### config.mk
export PLATFORM = sky130hd
export DESIGN_NAME = hid_keyboard_report_to_ascii_unit
export DESIGN_NICKNAME = d
export VERILOG_FILES = /design/src/rtl/hkra_pkg.sv /design/src/rtl/hkra_lane.sv /design/src/rtl/hkra_merge.sv /design/src/rtl/hid_keyboard_report_to_ascii_unit.sv
export SDC_FILE = /design/constraint.sdc
export NUM_CORES = 1
export LEC_CHECK = 0
export ABC_CLOCK_PERIOD_IN_PS = 3350
export BUFFER_PORTS_ARGS = -buffer_cell sky130_fd_sc_hd__buf_2
export CORE_MARGIN = 4
export CORE_UTILIZATION = 35
export CTS_CLUSTER_DIAMETER = 40
export DETAILED_ROUTE_END_ITERATION = 8
export PLACE_DENSITY = 0.54
export SYNTH_ARGS = -nofsm -noshare
export SYNTH_HDL_FRONTEND = slang
export SYNTH_HIERARCHICAL = 1
export SYNTH_SLANG_ARGS = --single-unit
### constraint.sdc
create_clock -name clk -period 3.35 [get_ports clk]
set_input_delay 0.8375 -clock clk [delete_from_list [all_inputs] [get_ports clk]]
set_output_delay 0.8375 -clock clk [all_outputs]
set_load 0.05 [all_outputs]
### src/rtl/hkra_pkg.sv
// ----------------------------------------------------------------------------
// hkra_pkg
// Types, constants and the usage-code to ASCII mapping for the boot keyboard
// report to ASCII unit.
// ----------------------------------------------------------------------------
package hkra_pkg;

    // Number of key slots a boot report can carry
    localparam int SLOT_DEPTH = 6;

    // Modifier masks (left and right keys)
    localparam logic [7:0] SHIFT_MASK = 8'h22;
    localparam logic [7:0] CTRL_MASK  = 8'h11;

    // Usage code ranges
    localparam logic [7:0] LETTER_FIRST = 8'h04;
    localparam logic [7:0] LETTER_LAST  = 8'h1D;
    localparam logic [7:0] DIGIT_FIRST  = 8'h1E;
    localparam logic [7:0] DIGIT_LAST   = 8'h27;
    localparam logic [7:0] CTLKEY_FIRST = 8'h28;
    localparam logic [7:0] CTLKEY_LAST  = 8'h2C;
    localparam logic [7:0] SYMBOL_FIRST = 8'h2D;
    localparam logic [7:0] SYMBOL_LAST  = 8'h38;
    localparam logic [7:0] KEYPAD_FIRST = 8'h54;
    localparam logic [7:0] KEYPAD_LAST  = 8'h63;

    // Escape character
    localparam logic [6:0] ASCII_ESC = 7'h1B;

    // Input request: one boot keyboard report
    typedef struct packed {
        logic [7:0] modifier_bits;
        logic [7:0] key_code_0;
        logic [7:0] key_code_1;
        logic [7:0] key_code_2;
        logic [7:0] key_code_3;
        logic [7:0] key_code_4;
        logic [7:0] key_code_5;
        logic [3:0] report_length;
    } hkra_report_t;

    // Output request: one character
    typedef struct packed {
        logic [6:0] ascii_char;
        logic       last_of_report;
    } hkra_result_t;

    // What one lane hands to the merge stage
    typedef struct packed {
        logic       hit;        // newly pressed and mapped
        logic [6:0] ascii;      // mapped character
        logic [7:0] stored_key; // key code to keep for the next report
    } hkra_lane_res_t;

    // Key code of one slot of a report
    function automatic logic [7:0] slot_key(hkra_report_t rpt, int idx);
        logic [7:0] k;
        case (idx)
            0:       k = rpt.key_code_0;
            1:       k = rpt.key_code_1;
            2:       k = rpt.key_code_2;
            3:       k = rpt.key_code_3;
            4:       k = rpt.key_code_4;
            5:       k = rpt.key_code_5;
            default: k = 8'h00;
        endcase
        return k;
    endfunction

    // Number row, plain and shifted
    function automatic logic [6:0] digit_char(logic [3:0] off, logic shift);
        logic [6:0] c;
        case (off)
            4'd0:    c = shift ? 7'h21 : 7'h31;
            4'd1:    c = shift ? 7'h40 : 7'h32;
            4'd2:    c = shift ? 7'h23 : 7'h33;
            4'd3:    c = shift ? 7'h24 : 7'h34;
            4'd4:    c = shift ? 7'h25 : 7'h35;
            4'd5:    c = shift ? 7'h5E : 7'h36;
            4'd6:    c = shift ? 7'h26 : 7'h37;
            4'd7:    c = shift ? 7'h2A : 7'h38;
            4'd8:    c = shift ? 7'h28 : 7'h39;
            4'd9:    c = shift ? 7'h29 : 7'h30;
            default: c = 7'h00;
        endcase
        return c;
    endfunction

    // Enter, escape, backspace, tab, space
    function automatic logic [6:0] ctlkey_char(logic [2:0] off);
        logic [6:0] c;
        case (off)
            3'd0:    c = 7'h0A;
            3'd1:    c = ASCII_ESC;
            3'd2:    c = 7'h08;
            3'd3:    c = 7'h09;
            3'd4:    c = 7'h20;
            default: c = 7'h00;
        endcase
        return c;
    endfunction

    // US symbol keys; non-US hash key left unmapped
    function automatic logic [6:0] symbol_char(logic [3:0] off, logic shift);
        logic [6:0] c;
        case (off)
            4'd0:    c = shift ? 7'h5F : 7'h2D;
            4'd1:    c = shift ? 7'h2B : 7'h3D;
            4'd2:    c = shift ? 7'h7B : 7'h5B;
            4'd3:    c = shift ? 7'h7D : 7'h5D;
            4'd4:    c = shift ? 7'h7C : 7'h5C;
            4'd6:    c = shift ? 7'h3A : 7'h3B;
            4'd7:    c = shift ? 7'h22 : 7'h27;
            4'd8:    c = shift ? 7'h7E : 7'h60;
            4'd9:    c = shift ? 7'h3C : 7'h2C;
            4'd10:   c = shift ? 7'h3E : 7'h2E;
            4'd11:   c = shift ? 7'h3F : 7'h2F;
            default: c = 7'h00;
        endcase
        return c;
    endfunction

    // Keypad, shift has no effect
    function automatic logic [6:0] keypad_char(logic [3:0] off);
        logic [6:0] c;
        case (off)
            4'd0:    c = 7'h2F;
            4'd1:    c = 7'h2A;
            4'd2:    c = 7'h2D;
            4'd3:    c = 7'h2B;
            4'd4:    c = 7'h0A;
            4'd5:    c = 7'h31;
            4'd6:    c = 7'h32;
            4'd7:    c = 7'h33;
            4'd8:    c = 7'h34;
            4'd9:    c = 7'h35;
            4'd10:   c = 7'h36;
            4'd11:   c = 7'h37;
            4'd12:   c = 7'h38;
            4'd13:   c = 7'h39;
            4'd14:   c = 7'h30;
            default: c = 7'h2E;
        endcase
        return c;
    endfunction

    // Usage code to US ASCII; zero means unmapped
    function automatic logic [6:0] map_key(logic [7:0] k, logic shift, logic ctrl);
        logic [7:0] off;
        logic [6:0] c;
        off = 8'h00;
        c   = 7'h00;
        if (k >= LETTER_FIRST && k <= LETTER_LAST) begin
            off = k - LETTER_FIRST;
            if (shift)
                c = 7'h41 + off[6:0];
            else if (ctrl)
                c = 7'h01 + off[6:0];
            else
                c = 7'h61 + off[6:0];
        end else if (k >= DIGIT_FIRST && k <= DIGIT_LAST) begin
            off = k - DIGIT_FIRST;
            c   = digit_char(off[3:0], shift);
        end else if (k >= CTLKEY_FIRST && k <= CTLKEY_LAST) begin
            off = k - CTLKEY_FIRST;
            c   = ctlkey_char(off[2:0]);
        end else if (k >= SYMBOL_FIRST && k <= SYMBOL_LAST) begin
            off = k - SYMBOL_FIRST;
            c   = symbol_char(off[3:0], shift);
        end else if (k >= KEYPAD_FIRST && k <= KEYPAD_LAST) begin
            off = k - KEYPAD_FIRST;
            c   = keypad_char(off[3:0]);
        end
        return c;
    endfunction

endpackage

### src/rtl/hkra_lane.sv
// ----------------------------------------------------------------------------
// hkra_lane
// One key slot: checks the slot against the length, looks for the code in
// the previous report and maps a new press to ASCII.
// ----------------------------------------------------------------------------
module hkra_lane
    import hkra_pkg::*;
#(
    parameter int SLOT_INDEX = 0,
    parameter int KEY_SLOTS  = 6
) (
    input  logic [7:0]                 key_code,
    input  logic [3:0]                 report_length,
    input  logic                       shift,
    input  logic                       ctrl,
    input  logic [KEY_SLOTS-1:0][7:0]  prev_keys,
    output hkra_lane_res_t             res
);

    localparam logic [3:0] SLOT_BYTE = 4'(SLOT_INDEX + 2);

    logic       used;
    logic [7:0] key;
    logic       seen;
    logic [6:0] ascii;

    // Slot counts only when its report byte was received
    assign used = report_length > SLOT_BYTE;
    assign key  = used ? key_code : 8'h00;

    // Match against every stored slot of the previous report
    always_comb
    begin
        seen = 1'b0;
        for (int j = 0; j < KEY_SLOTS; j++)
        begin
            if (prev_keys[j] == key)
                seen = 1'b1;
        end
    end

    assign ascii = map_key(key, shift, ctrl);

    assign res.hit        = (key != 8'h00) && !seen && (ascii != 7'h00);
    assign res.ascii      = ascii;
    assign res.stored_key = key;

endmodule

### src/rtl/hkra_merge.sv
// ----------------------------------------------------------------------------
// hkra_merge
// Holds the characters one report produced and sends them out in slot
// order, one per cycle while ascii_ready does not stall them, through an output register.
// ----------------------------------------------------------------------------
module hkra_merge
    import hkra_pkg::*;
#(
    parameter int KEY_SLOTS = 6
) (
    input  logic                               clk,
    input  logic                               rst_n,
    input  logic                               load,
    input  hkra_lane_res_t [KEY_SLOTS-1:0]     lane_res,
    output logic                               can_load,
    output logic                               ascii_valid,
    input  logic                               ascii_ready,
    output hkra_result_t                       ascii_result
);

    logic [KEY_SLOTS-1:0]      pend_reg;
    logic [KEY_SLOTS-1:0]      pend_next;
    logic [KEY_SLOTS-1:0][6:0] chars_reg;
    logic                      out_valid_reg;
    logic                      out_valid_next;
    hkra_result_t              out_reg;
    hkra_result_t              out_next;

    logic                      pop;
    logic [KEY_SLOTS-1:0]      lowest;
    logic [KEY_SLOTS-1:0]      remaining;
    logic [6:0]                pick;
    logic [KEY_SLOTS-1:0]      hits;

    // Lowest pending slot goes next
    assign lowest    = pend_reg & (~pend_reg + KEY_SLOTS'(1));
    assign remaining = pend_reg & ~lowest;
    assign pop       = (pend_reg != '0) && (!out_valid_reg || ascii_ready);
    assign can_load  = (pend_reg == '0) || (pop && (remaining == '0));

    always_comb
    begin
        pick = 7'h00;
        for (int i = 0; i < KEY_SLOTS; i++)
        begin
            if (lowest[i])
                pick = chars_reg[i];
        end
    end

    always_comb
    begin
        for (int i = 0; i < KEY_SLOTS; i++)
            hits[i] = lane_res[i].hit;
    end

    // Pending mask and output register next values
    always_comb
    begin
        pend_next      = pend_reg;
        out_valid_next = out_valid_reg;
        out_next       = out_reg;
        if (pop)
        begin
            pend_next                = remaining;
            out_valid_next           = 1'b1;
            out_next.ascii_char      = pick;
            out_next.last_of_report  = (remaining == '0);
        end else if (ascii_ready)
        begin
            out_valid_next = 1'b0;
        end
        if (load)
            pend_next = hits;
    end

    always_ff @(posedge clk or negedge rst_n)
    begin
        if (!rst_n)
        begin
            pend_reg      <= '0;
            out_valid_reg <= 1'b0;
        end else
        begin
            pend_reg      <= pend_next;
            out_valid_reg <= out_valid_next;
        end
    end

    // Payload registers
    always_ff @(posedge clk)
    begin
        out_reg <= out_next;
        if (load)
        begin
            for (int i = 0; i < KEY_SLOTS; i++)
                chars_reg[i] <= lane_res[i].ascii;
        end
    end

    assign ascii_valid  = out_valid_reg;
    assign ascii_result = out_reg;

endmodule

### src/rtl/hid_keyboard_report_to_ascii_unit.sv
// ----------------------------------------------------------------------------
// hid_keyboard_report_to_ascii_unit
// Boot keyboard report to US ASCII: one lane per key slot finds new presses,
// the merge stage sends the characters out in slot order.
// ----------------------------------------------------------------------------
// The first character of a report passes the pending mask, then the output register.
// Throughput: one character per cycle while ascii_ready does not stall the output;
//   a report's characters wait in the merge buffer ahead of the single output register.
// A report is taken while the previous one's last character is going out.
// Reset (rst_n low, asynchronous) clears the stored previous report and
//   empties the buffer and output register.
module hid_keyboard_report_to_ascii_unit
    import hkra_pkg::*;
#(
    parameter int KEY_SLOTS = 6
) (
    input  logic         clk,
    input  logic         rst_n,
    input  logic         key_valid,
    output logic         key_ready,
    input  hkra_report_t key_report,
    output logic         ascii_valid,
    input  logic         ascii_ready,
    output hkra_result_t ascii_result
);

    logic [KEY_SLOTS-1:0][7:0]     prev_keys_reg;
    logic [KEY_SLOTS-1:0][7:0]     prev_keys_next;
    hkra_lane_res_t [KEY_SLOTS-1:0] lane_res;
    logic                          shift;
    logic                          ctrl;
    logic                          accept;
    logic                          can_load;

    assign shift     = (key_report.modifier_bits & SHIFT_MASK) != 8'h00;
    assign ctrl      = (key_report.modifier_bits & CTRL_MASK) != 8'h00;
    assign key_ready = can_load;
    assign accept    = key_valid && key_ready;

    // One lane per key slot
    for (genvar g = 0; g < KEY_SLOTS; g++)
    begin : g_lane
        hkra_lane #(
            .SLOT_INDEX (g),
            .KEY_SLOTS  (KEY_SLOTS)
        ) u_lane (
            .key_code      (slot_key(key_report, g)),
            .report_length (key_report.report_length),
            .shift         (shift),
            .ctrl          (ctrl),
            .prev_keys     (prev_keys_reg),
            .res           (lane_res[g])
        );
    end

    // Store the report; an empty report leaves the state alone
    always_comb
    begin
        prev_keys_next = prev_keys_reg;
        if (accept && (key_report.report_length != 4'd0))
        begin
            for (int i = 0; i < KEY_SLOTS; i++)
                prev_keys_next[i] = lane_res[i].stored_key;
        end
    end

    always_ff @(posedge clk or negedge rst_n)
    begin
        if (!rst_n)
            prev_keys_reg <= '0;
        else
            prev_keys_reg <= prev_keys_next;
    end

    hkra_merge #(
        .KEY_SLOTS (KEY_SLOTS)
    ) u_merge (
        .clk          (clk),
        .rst_n        (rst_n),
        .load         (accept),
        .lane_res     (lane_res),
        .can_load     (can_load),
        .ascii_valid  (ascii_valid),
        .ascii_ready  (ascii_ready),
        .ascii_result (ascii_result)
    );

endmodule
== Word level (Yosys, flattened, before mapping) ==
Memory sizes are Yosys's and may differ from the RTL's.
Cells that the tools add are included.

* Output and inout port bits: 10
* Memories kept: 6
* Logic and storage cells: 541
* Bits of input ports: 64
* Register bits after elaboration: 105
* ROM bits: 576

* $lt $le $gt $ge: 66
* Reductions and logical operators: 93
* Equality and inequality tests: 174
* Multiplexer cells: 133
* Bitwise gates (word level): 4
* Add/subtract/negate cells: 49

{| class="wikitable"
|+ Memories
! memory !! words !! width !! rd ports !! clocked after Yosys merged registers in !! write ports !! line !! text
|-
| (no name shown) || 16 || 6 || 1 || 0 || 0 || hkra_pkg.sv:126 || <nowiki>case (off)</nowiki>
|-
| (no name shown) || 16 || 6 || 1 || 0 || 0 || hkra_pkg.sv:126 ||
|-
| (no name shown) || 16 || 6 || 1 || 0 || 0 || hkra_pkg.sv:126 ||
|-
| (no name shown) || 16 || 6 || 1 || 0 || 0 || hkra_pkg.sv:126 ||
|-
| (no name shown) || 16 || 6 || 1 || 0 || 0 || hkra_pkg.sv:126 ||
|-
| (no name shown) || 16 || 6 || 1 || 0 || 0 || hkra_pkg.sv:126 ||
|}

{| class="wikitable"
|+ Operator list
! operator !! count
|-
| 7-bit case mux with 11 select lines || 6
|-
| 7-bit case mux with 10 select lines || 6
|-
| 7-bit 2-to-1 mux || 51
|-
| 8-bit == test || 36
|-
| 6-bit case mux with 5 select lines || 6
|-
| 4-bit by 3-bit == test with 1-bit output (second input constant) || 42
|-
| 4-bit == test (second input constant) || 36
|-
| 8-bit by 6-bit <= comparator with 1-bit output (second input constant) || 18
|-
| 4-bit by 2-bit == test with 1-bit output (second input constant) || 24
|-
| 8-bit by 6-bit >= comparator with 1-bit output (second input constant) || 12
|-
| 7-bit adder (first input constant) || 12
|-
| 5-bit 2-to-1 mux || 13
|-
| 8-bit nonzero test || 8
|-
| 4-bit by 1-bit == test with 1-bit output (second input constant) || 12
|-
| 8-bit by 3-bit >= comparator with 1-bit output (second input constant) || 6
|-
| 8-bit by 5-bit >= comparator with 1-bit output (second input constant) || 6
|-
| 8-bit by 7-bit >= comparator with 1-bit output (second input constant) || 6
|-
| 8-bit by 5-bit <= comparator with 1-bit output (second input constant) || 6
|-
| 8-bit by 7-bit <= comparator with 1-bit output (second input constant) || 6
|-
| 4-bit zero test || 12
|-
| 8-bit 2-to-1 mux || 6
|-
| 4-bit subtractor (second input constant) || 12
|-
| 1-bit logical AND || 46
|-
| 1-bit by 7-bit adder with 7-bit output (first input constant) || 6
|-
| 22 further kinds || 125
|}

== Longest topological paths before layout ==
Gate-level depths: netlist of the first run.

* Depth after elaboration: 13
* Depth in mapped cells: 19
* Gate-level depth less buffers: 15

== Cells and area by module ==
Netlist of the first run, hierarchy kept.

{| class="wikitable"
|+ By module, submodules not included
! module !! sequential area each (sq um) !! area an instance (sq um) !! cells each !! times used
|-
| hkra_lane at g_lane[3].u_lane || 0.0 || 2,618.8 || 394 || 1
|-
| hkra_lane at g_lane[1].u_lane || 0.0 || 2,533.7 || 377 || 1
|-
| hkra_merge || 1,676.6 || 2,347.3 || 163 || 1
|-
| hkra_lane at g_lane[4].u_lane || 0.0 || 2,331.0 || 331 || 1
|-
| hkra_lane at g_lane[2].u_lane || 0.0 || 2,264.7 || 336 || 1
|-
| hkra_lane at g_lane[5].u_lane || 0.0 || 2,225.9 || 324 || 1
|-
| hkra_lane at g_lane[0].u_lane || 0.0 || 2,173.3 || 304 || 1
|-
| hid_keyboard_report_to_ascii_unit || 1,201.2 || 1,884.3 || 105 || 1
|}

== Least setup slack after synthesis of the first run ==
Ideal clock, no wire load.

* Kind: input -> register
* Start: input port key_report[0] (netlist name)
* End: register u_merge.pend_reg[2]
* Setup time: 0.181 ns
* Stages on the path: 17
* Required time: 3.169 ns
* Slack: -1.436 ns
* Data arrival time: 4.605 ns
* Buffers on the path: 3
* Path through: o21a_1 -> buf_6 -> o21ai_1 -> ha_1 -> clkbuf_1 -> inv_1 -> ha_1 -> clkbuf_1 -> inv_1 -> a21oi_1 -> o32ai_1 -> a221oi_1 -> o22ai_1 -> or4_1 -> o41a_1 -> nand2_1 -> o31ai_1

{| class="wikitable"
|+ RTL lines
! item !! line !! text
|-
| from (decl) || hid_keyboard_report_to_ascii_unit.sv:21 || <nowiki>input hkra_report_t key_report,</nowiki>
|-
| to (signal assigned) || hkra_merge.sv:85 || <nowiki>pend_reg <= pend_next;</nowiki>
|-
| to (decl) || hkra_merge.sv:21 || <nowiki>logic [KEY_SLOTS-1:0] pend_reg;</nowiki>
|}

==> impl_metrics.ini, run 1 <==
[route]
routed_wl_mm = 79.9
drc = 0
wire_per_inst_um = 21.7
vias = 21375
dr.first_iter.drc_count = 1827
vias_per_cell = 5.81
ant_nets = 0
firstDrtPassIters = 6

[timing]
fin_crit_sh = 1.15
final.setup.tns_ns = -3.29
fin_ws_ns = -0.500
fmax_mhz = 260
fin_crit_ns = 3.85
worst_slew_pin_slew_ns = 0.801
rsz0062_at_grt = yes
skew_ns = 0.0136
setup_viol = 15
finalHoldViolCount = 0
slew_viol_final = 0
max_slew_margin = 0.466

[power_and_ir_drop]
p_total_uw = 11900
sw_frac_of_total = 0.487
clockPowerShare = 0.091
leakage_uw = 0.0112
ir_drop_uv = 337
internal-power_uw = 6100
power.switching_uw = 5800
pwr-share-comb = 0.610
sequentialPowerShare = 0.299
power.density_nw_per_um2 = 438

[layout]
largest_reg_flops = 48
multi_input_area_um2 = 16300
layout_commonest_cell = buf_4
seqCellArea_um2 = 2880
drive_gt1_frac = 0.414
fin_cells = 3682
diodes = 0
area_delta_synth_final_pct = 47.8
fill_cells = 4857
layout_common_cells = 663 x buf_4, 223 x xnor2_1, 155 x nor2_1
final_nets = 3205

[clock_tree]
cts_made_buffers = 9
cts-root-buf = clkbuf_16
h-tree-depth = 3
numClockSinks = 105
clkLatencyLatePin_ns = 0.37
ctsHoldBuffers = 0
path_clk_slew_ns = 0.07
clockBufferDepth = 2
cts_tree = built

[yosys]
ys_types = 126
synthFlopType = dfrtp_1
synth_nets = 2542
synth_edf_count = 50
synth-seq-area-share = 0.157
syn_area_um2 = 18400
synth-async-reset-ratio = 0.524
synth_area_per_cell_um2 = 7.87
syn_inst = 2334
ys_seq_elements = 105
yosys_warnings = 6

[min_path]
worstHoldPathType = input pin to asynchronous set/reset pin

[place]
routabilityCongestion = 0.965
portBuffers = 69
dp_slack_ns = -0.959
dp_hpwl_mm = 61.6
placed_cells = 3595

[floorplanning]
ios = 74
coreArea_um2 = 51600
dieHeight_um = 237
die_w_um = 237
start_util = 0.356
die-area_um2 = 56200
core.rowCount = 83

[outcome]
violations = negative setup slack
outcome = complete, but fails checks

[critical_path]
crit_arrival_ns = 4.09
reg2reg_slack_ns = 0.59
start_kind = input pin
cp_data_required_time_ns = 3.59
path_class = input pin to flip-flop
crit_path_top_delay_cell = or4_1
worst_setup_path_end_kind = flip-flop
path_cells = buf_6 -> o21a_4 -> buf_12 -> o21ai_4 -> inv_2 -> ha_2 -> or3_4 -> o21a_1 -> a41oi_2 -> nor2_2 -> a221oi_2 -> o22ai_1 -> or4_1 -> o41a_1 -> nand2_1 -> o31ai_1
crit_fanout = 6
cpPeakStageDelay_ns = 0.51

[global_route]
gr-total-overflow = 0
grt_pass1_vias = 20752
grt_usage = 0.269
antenna_found_initial = 0
grt_pass1_wl_mm = 122
grt_max_degree = 35

[run]
maxCapViolCount = 0
## stage by stage
step / hold slack [ns] / area [µm²] / utilization
5_1_grt: 0.416 / 27200 / 0.526
4_1_cts: 0.400 / 26100 / 0.505
2_1_floorplan: 0.536 / 19200 / -
6_report: 0.400 / 27200 / 0.526
3_5_place_dp: 0.622 / 24600 / 0.476
3_3_place_gp: 0.613 / 24600 / 0.476
## critical path: cells and delay by family
family	cells	cell delay (ns)
simple gates	4	1.10
buf+inv	3	0.35
compound gates	8	1.61
fa+ha+maj	1	0.19
## cell type report
class | count | share of cell area
Multi-Input combinational cell | 1962 | 0.601
Tap cell | 680 | 0.0313
Sequential cell | 105 | 0.106
Timing Repair Buffer | 800 | 0.232
Clock inverter | 7 | 0.00240
Inverter | 119 | 0.0190
Clock buffer | 9 | 0.00829
## synth_stat cells (13+ instances only)
library cell / number / area (µm²)
a21oi_1: 122 / 611
or2_2: 17 / 106
nor3_1: 45 / 225
nor2_1: 171 / 642
a211oi_1: 34 / 255
mux2_4: 22 / 330
o21ai_0: 132 / 661
mux2_2: 34 / 383
ha_1: 144 / 1800
o31ai_1: 15 / 113
o211ai_1: 25 / 188
xnor2_1: 226 / 1980
nand4_1: 45 / 282
a31oi_1: 69 / 432
and2_1: 23 / 144
nor4_1: 36 / 225
o22ai_1: 26 / 163
buf_2: 46 / 230
o21a_1: 13 / 97.6
inv_1: 106 / 398
clkbuf_1: 74 / 278
nand2b_1: 26 / 163
edfxtp_1: 50 / 1500
nand3_1: 51 / 255
nand2_1: 167 / 627
o2111ai_1: 14 / 123
dfrtp_1: 55 / 1380
nand3b_1: 14 / 105
mux2i_1: 17 / 170
nor2b_1: 24 / 150
nor4bb_1: 21 / 210
xor2_1: 74 / 648
a21o_1: 20 / 150
o32ai_1: 36 / 315
a211o_1: 17 / 149
and3_1: 14 / 87.6
## final timing paths
kind	from	to	cells past startpoint
worst max-delay path	key_report[1]	u_merge/pend_reg[2]	16
min in group clk	u_merge/chars_reg[40]	u_merge/ascii_result[6]	2
max in group asynchronous	rst_n	u_merge/pend_reg[5]	2
worst min-delay path	rst_n	prev_keys_reg[24]	1
worst min register to register	u_merge/chars_reg[40]	u_merge/ascii_result[6]	2
worst max register to register	u_merge/pend_reg[3]	prev_keys_reg[28]	7
## layer usage
layer	track usage	part of all wire
met5	0	0
met4	0.0817	0.037
met3	0.0318	0.062
met2	0.456	0.47
met1	0.361	0.43
## kinds of logic (layout without fill, tap and decap cells)
kind of cell,after synthesis,after routing,share of synthesized area
mux,74,74,0.0487
simple gates,734,734,0.213
flops,105,105,0.157
xor+xnor,303,303,0.147
fa+ha+maj,145,145,0.0986
buf+inv,267,935,0.0638
compound gates,706,706,0.273
## power groups by stage
stage               logic (µW)  clock network, µW  registers, µW
floorplan                 4440                  0           2960
global route              7800               1140           3550
finish                    7260               1080           3560
detailed placement        6730                  0           3460
global placement          6610                  0           3450
CTS                       6980               1100           3440
## what timing repair did
action,4_1_cts,5_1_grt
resized for setup,187,211
pin swaps,72,101
setup endpoints to repair,26,31
endpoints found under the hold margin,0,0
buffers inserted,53,37
Power figures use the tool's default switching activity.
==> inputs of run 2 (changes only) <==
--- a/config.mk
+++ b/config.mk
@@ -11,7 +11,6 @@
 export CORE_UTILIZATION = 35
 export CTS_CLUSTER_DIAMETER = 40
 export DETAILED_ROUTE_END_ITERATION = 8
-export PLACE_DENSITY = 0.54
 export SYNTH_ARGS = -nofsm -noshare
 export SYNTH_HDL_FRONTEND = slang
 export SYNTH_HIERARCHICAL = 1
==> impl_metrics.ini, run 2 (synthesis results as in run 1) <==
[power_and_ir_drop]
leakage_uw = 0.0111
ir_drop_uv = 343
p_total_uw = 11900
power.density_nw_per_um2 = 442

[layout]
seqCellArea_um2 = 2880
final_nets = 3201
largest_reg_flops = 48
fill_cells = 4726
layout_commonest_cell = buf_4
multi_input_area_um2 = 16200
drive_gt1_frac = 0.405
diodes = 0
area_delta_synth_final_pct = 46.9
fin_util = 0.523
layout_common_cells = 665 x buf_4, 224 x xnor2_1, 156 x nor2_1

[floorplanning]
ios = 74
die_w_um = 237
start_util = 0.356
die-area_um2 = 56200
coreArea_um2 = 51600
core.rowCount = 83
dieHeight_um = 237

[clock_tree]
clkLatencyLatePin_ns = 0.38
ctsHoldBuffers = 0
path_clk_slew_ns = 0.08
cts_made_buffers = 9
numClockSinks = 105
clockBufferDepth = 2
cts-root-buf = clkbuf_16
cts_tree = built
h-tree-depth = 3

[timing]
worst_slew_pin_slew_ns = 0.755
whs_ns = 0.521
skew_ns = 0.0101
fin_crit_ns = 3.82
fin_ws_ns = -0.473
fin_crit_sh = 1.14
setup_viol = 13
rsz0062_at_grt = yes
max_slew_margin = 0.495
slew_viol_final = 0
fmax_mhz = 262
finalHoldViolCount = 0

[run]
maxCapViolCount = 0

[route]
vias = 21557
dr.first_iter.drc_count = 2017
firstDrtPassIters = 5
routed_wl_mm = 77.8
ant_nets = 0
wire_per_inst_um = 21.2
vias_per_cell = 5.86
drc = 0

[critical_path]
cpPeakStageDelay_ns = 0.50
worst_setup_path_end_kind = flip-flop
start_kind = input pin
crit_arrival_ns = 4.08
cpLargestDelayFamily = compound AO/OA/AOI/OAI gates
critPathBufInv = 3
crit_fanout = 6
crit_path_top_delay_cell = or4_4
path_cells = buf_12 -> o21a_4 -> buf_6 -> o21ai_4 -> inv_4 -> ha_4 -> or3_4 -> o21a_1 -> a41oi_2 -> nor2_4 -> a221oi_2 -> o22ai_2 -> or4_4 -> o41a_1 -> nand2_1 -> o31ai_2
path_class = input pin to flip-flop
cp_data_required_time_ns = 3.60

[global_route]
antenna_found_initial = 1
grt_pass1_wl_mm = 118
grt_usage = 0.257
gr-total-overflow = 0
grt_max_degree = 55
grt_pass1_vias = 20927

[outcome]
violations = negative setup slack
outcome = complete, but fails checks

[min_path]
worstHoldPathType = input pin to asynchronous set/reset pin

[place]
routabilityCongestion = 1.01
portBuffers = 69
dp_hpwl_mm = 58.2
run 2: changes by cell type in the layout (fill, tap and decap cells not counted), sizes merged:
cell / delta
buf: -3
clkbuf: -1
run 2: power breakdown:
group	leakage (µW)	switching [µW]	internal [µW]	total, µW
registers	0.00117	1500	1960	3460
logic	0.00982	3720	3630	7350
clock network	0.000146	582	534	1120
run 2: area by class of cell:
class | count | area share
clock inverter | 7 | 0.00297
multi-input combinational | 1962 | 0.599
timing repair buffer | 796 | 0.232
sequential | 105 | 0.107
inverter | 119 | 0.0195
clock buffer | 9 | 0.00834
tap | 680 | 0.0315
run 2: per-layer routing:
layer | wire length, µm | global-route usage | vias to the layer above
li1 | - | - | 9971
met1 | 32200 | 0.342 | 10373
met2 | 35800 | 0.421 | 980
met3 | 6140 | 0.0382 | 231
met4 | 3630 | 0.101 | 2
met5 | 39 | 0 | -
run 2: what timing repair did:
action | CTS | global route
gates cloned | 1 | 0
setup endpoints to repair | 26 | 26
pin swaps | 76 | 104
gates resized for setup | 185 | 169
setup buffers | 48 | 47
run 2: worst reg2reg max path, cell delays in order, from the launching register on:
cell	delay, ns
dfrtp_1	0.43
or4_4	0.57
nor3_2	0.23
a211o_1	0.24
and2_4	0.28
o41a_2	0.21
buf_12	0.30
mux2_2	0.44
run 2: path summary, 6_finish.rpt:
check	cells after the start	slack, ns	from	endpoint
worst max-delay path	16	-0.47	key_report[1]	u_merge/pend_reg[2]
worst min-delay path	1	0.52	rst_n	prev_keys_reg[27]
worst max register to register	7	0.53	u_merge/pend_reg[2]	prev_keys_reg[19]
worst min register to register	2	0.63	u_merge/ascii_valid	u_merge/ascii_valid
max in group asynchronous	2	1.92	rst_n	u_merge/pend_reg[3]
min in group clk	2	0.63	u_merge/ascii_valid	u_merge/ascii_valid
run 2: through the flow:
stage	instances	setup TNS (ns)	cell area (µm²)	worst slack, ns
floorplan	2334	-2.27	19200	-0.710
global placement	3577	-20.69	24500	-0.939
detailed placement	3577	-21.83	24500	-0.965
CTS	3640	-1.65	25900	-0.492
global route	3678	-3.92	27000	-0.557
finish	3678	-2.51	27000	-0.473
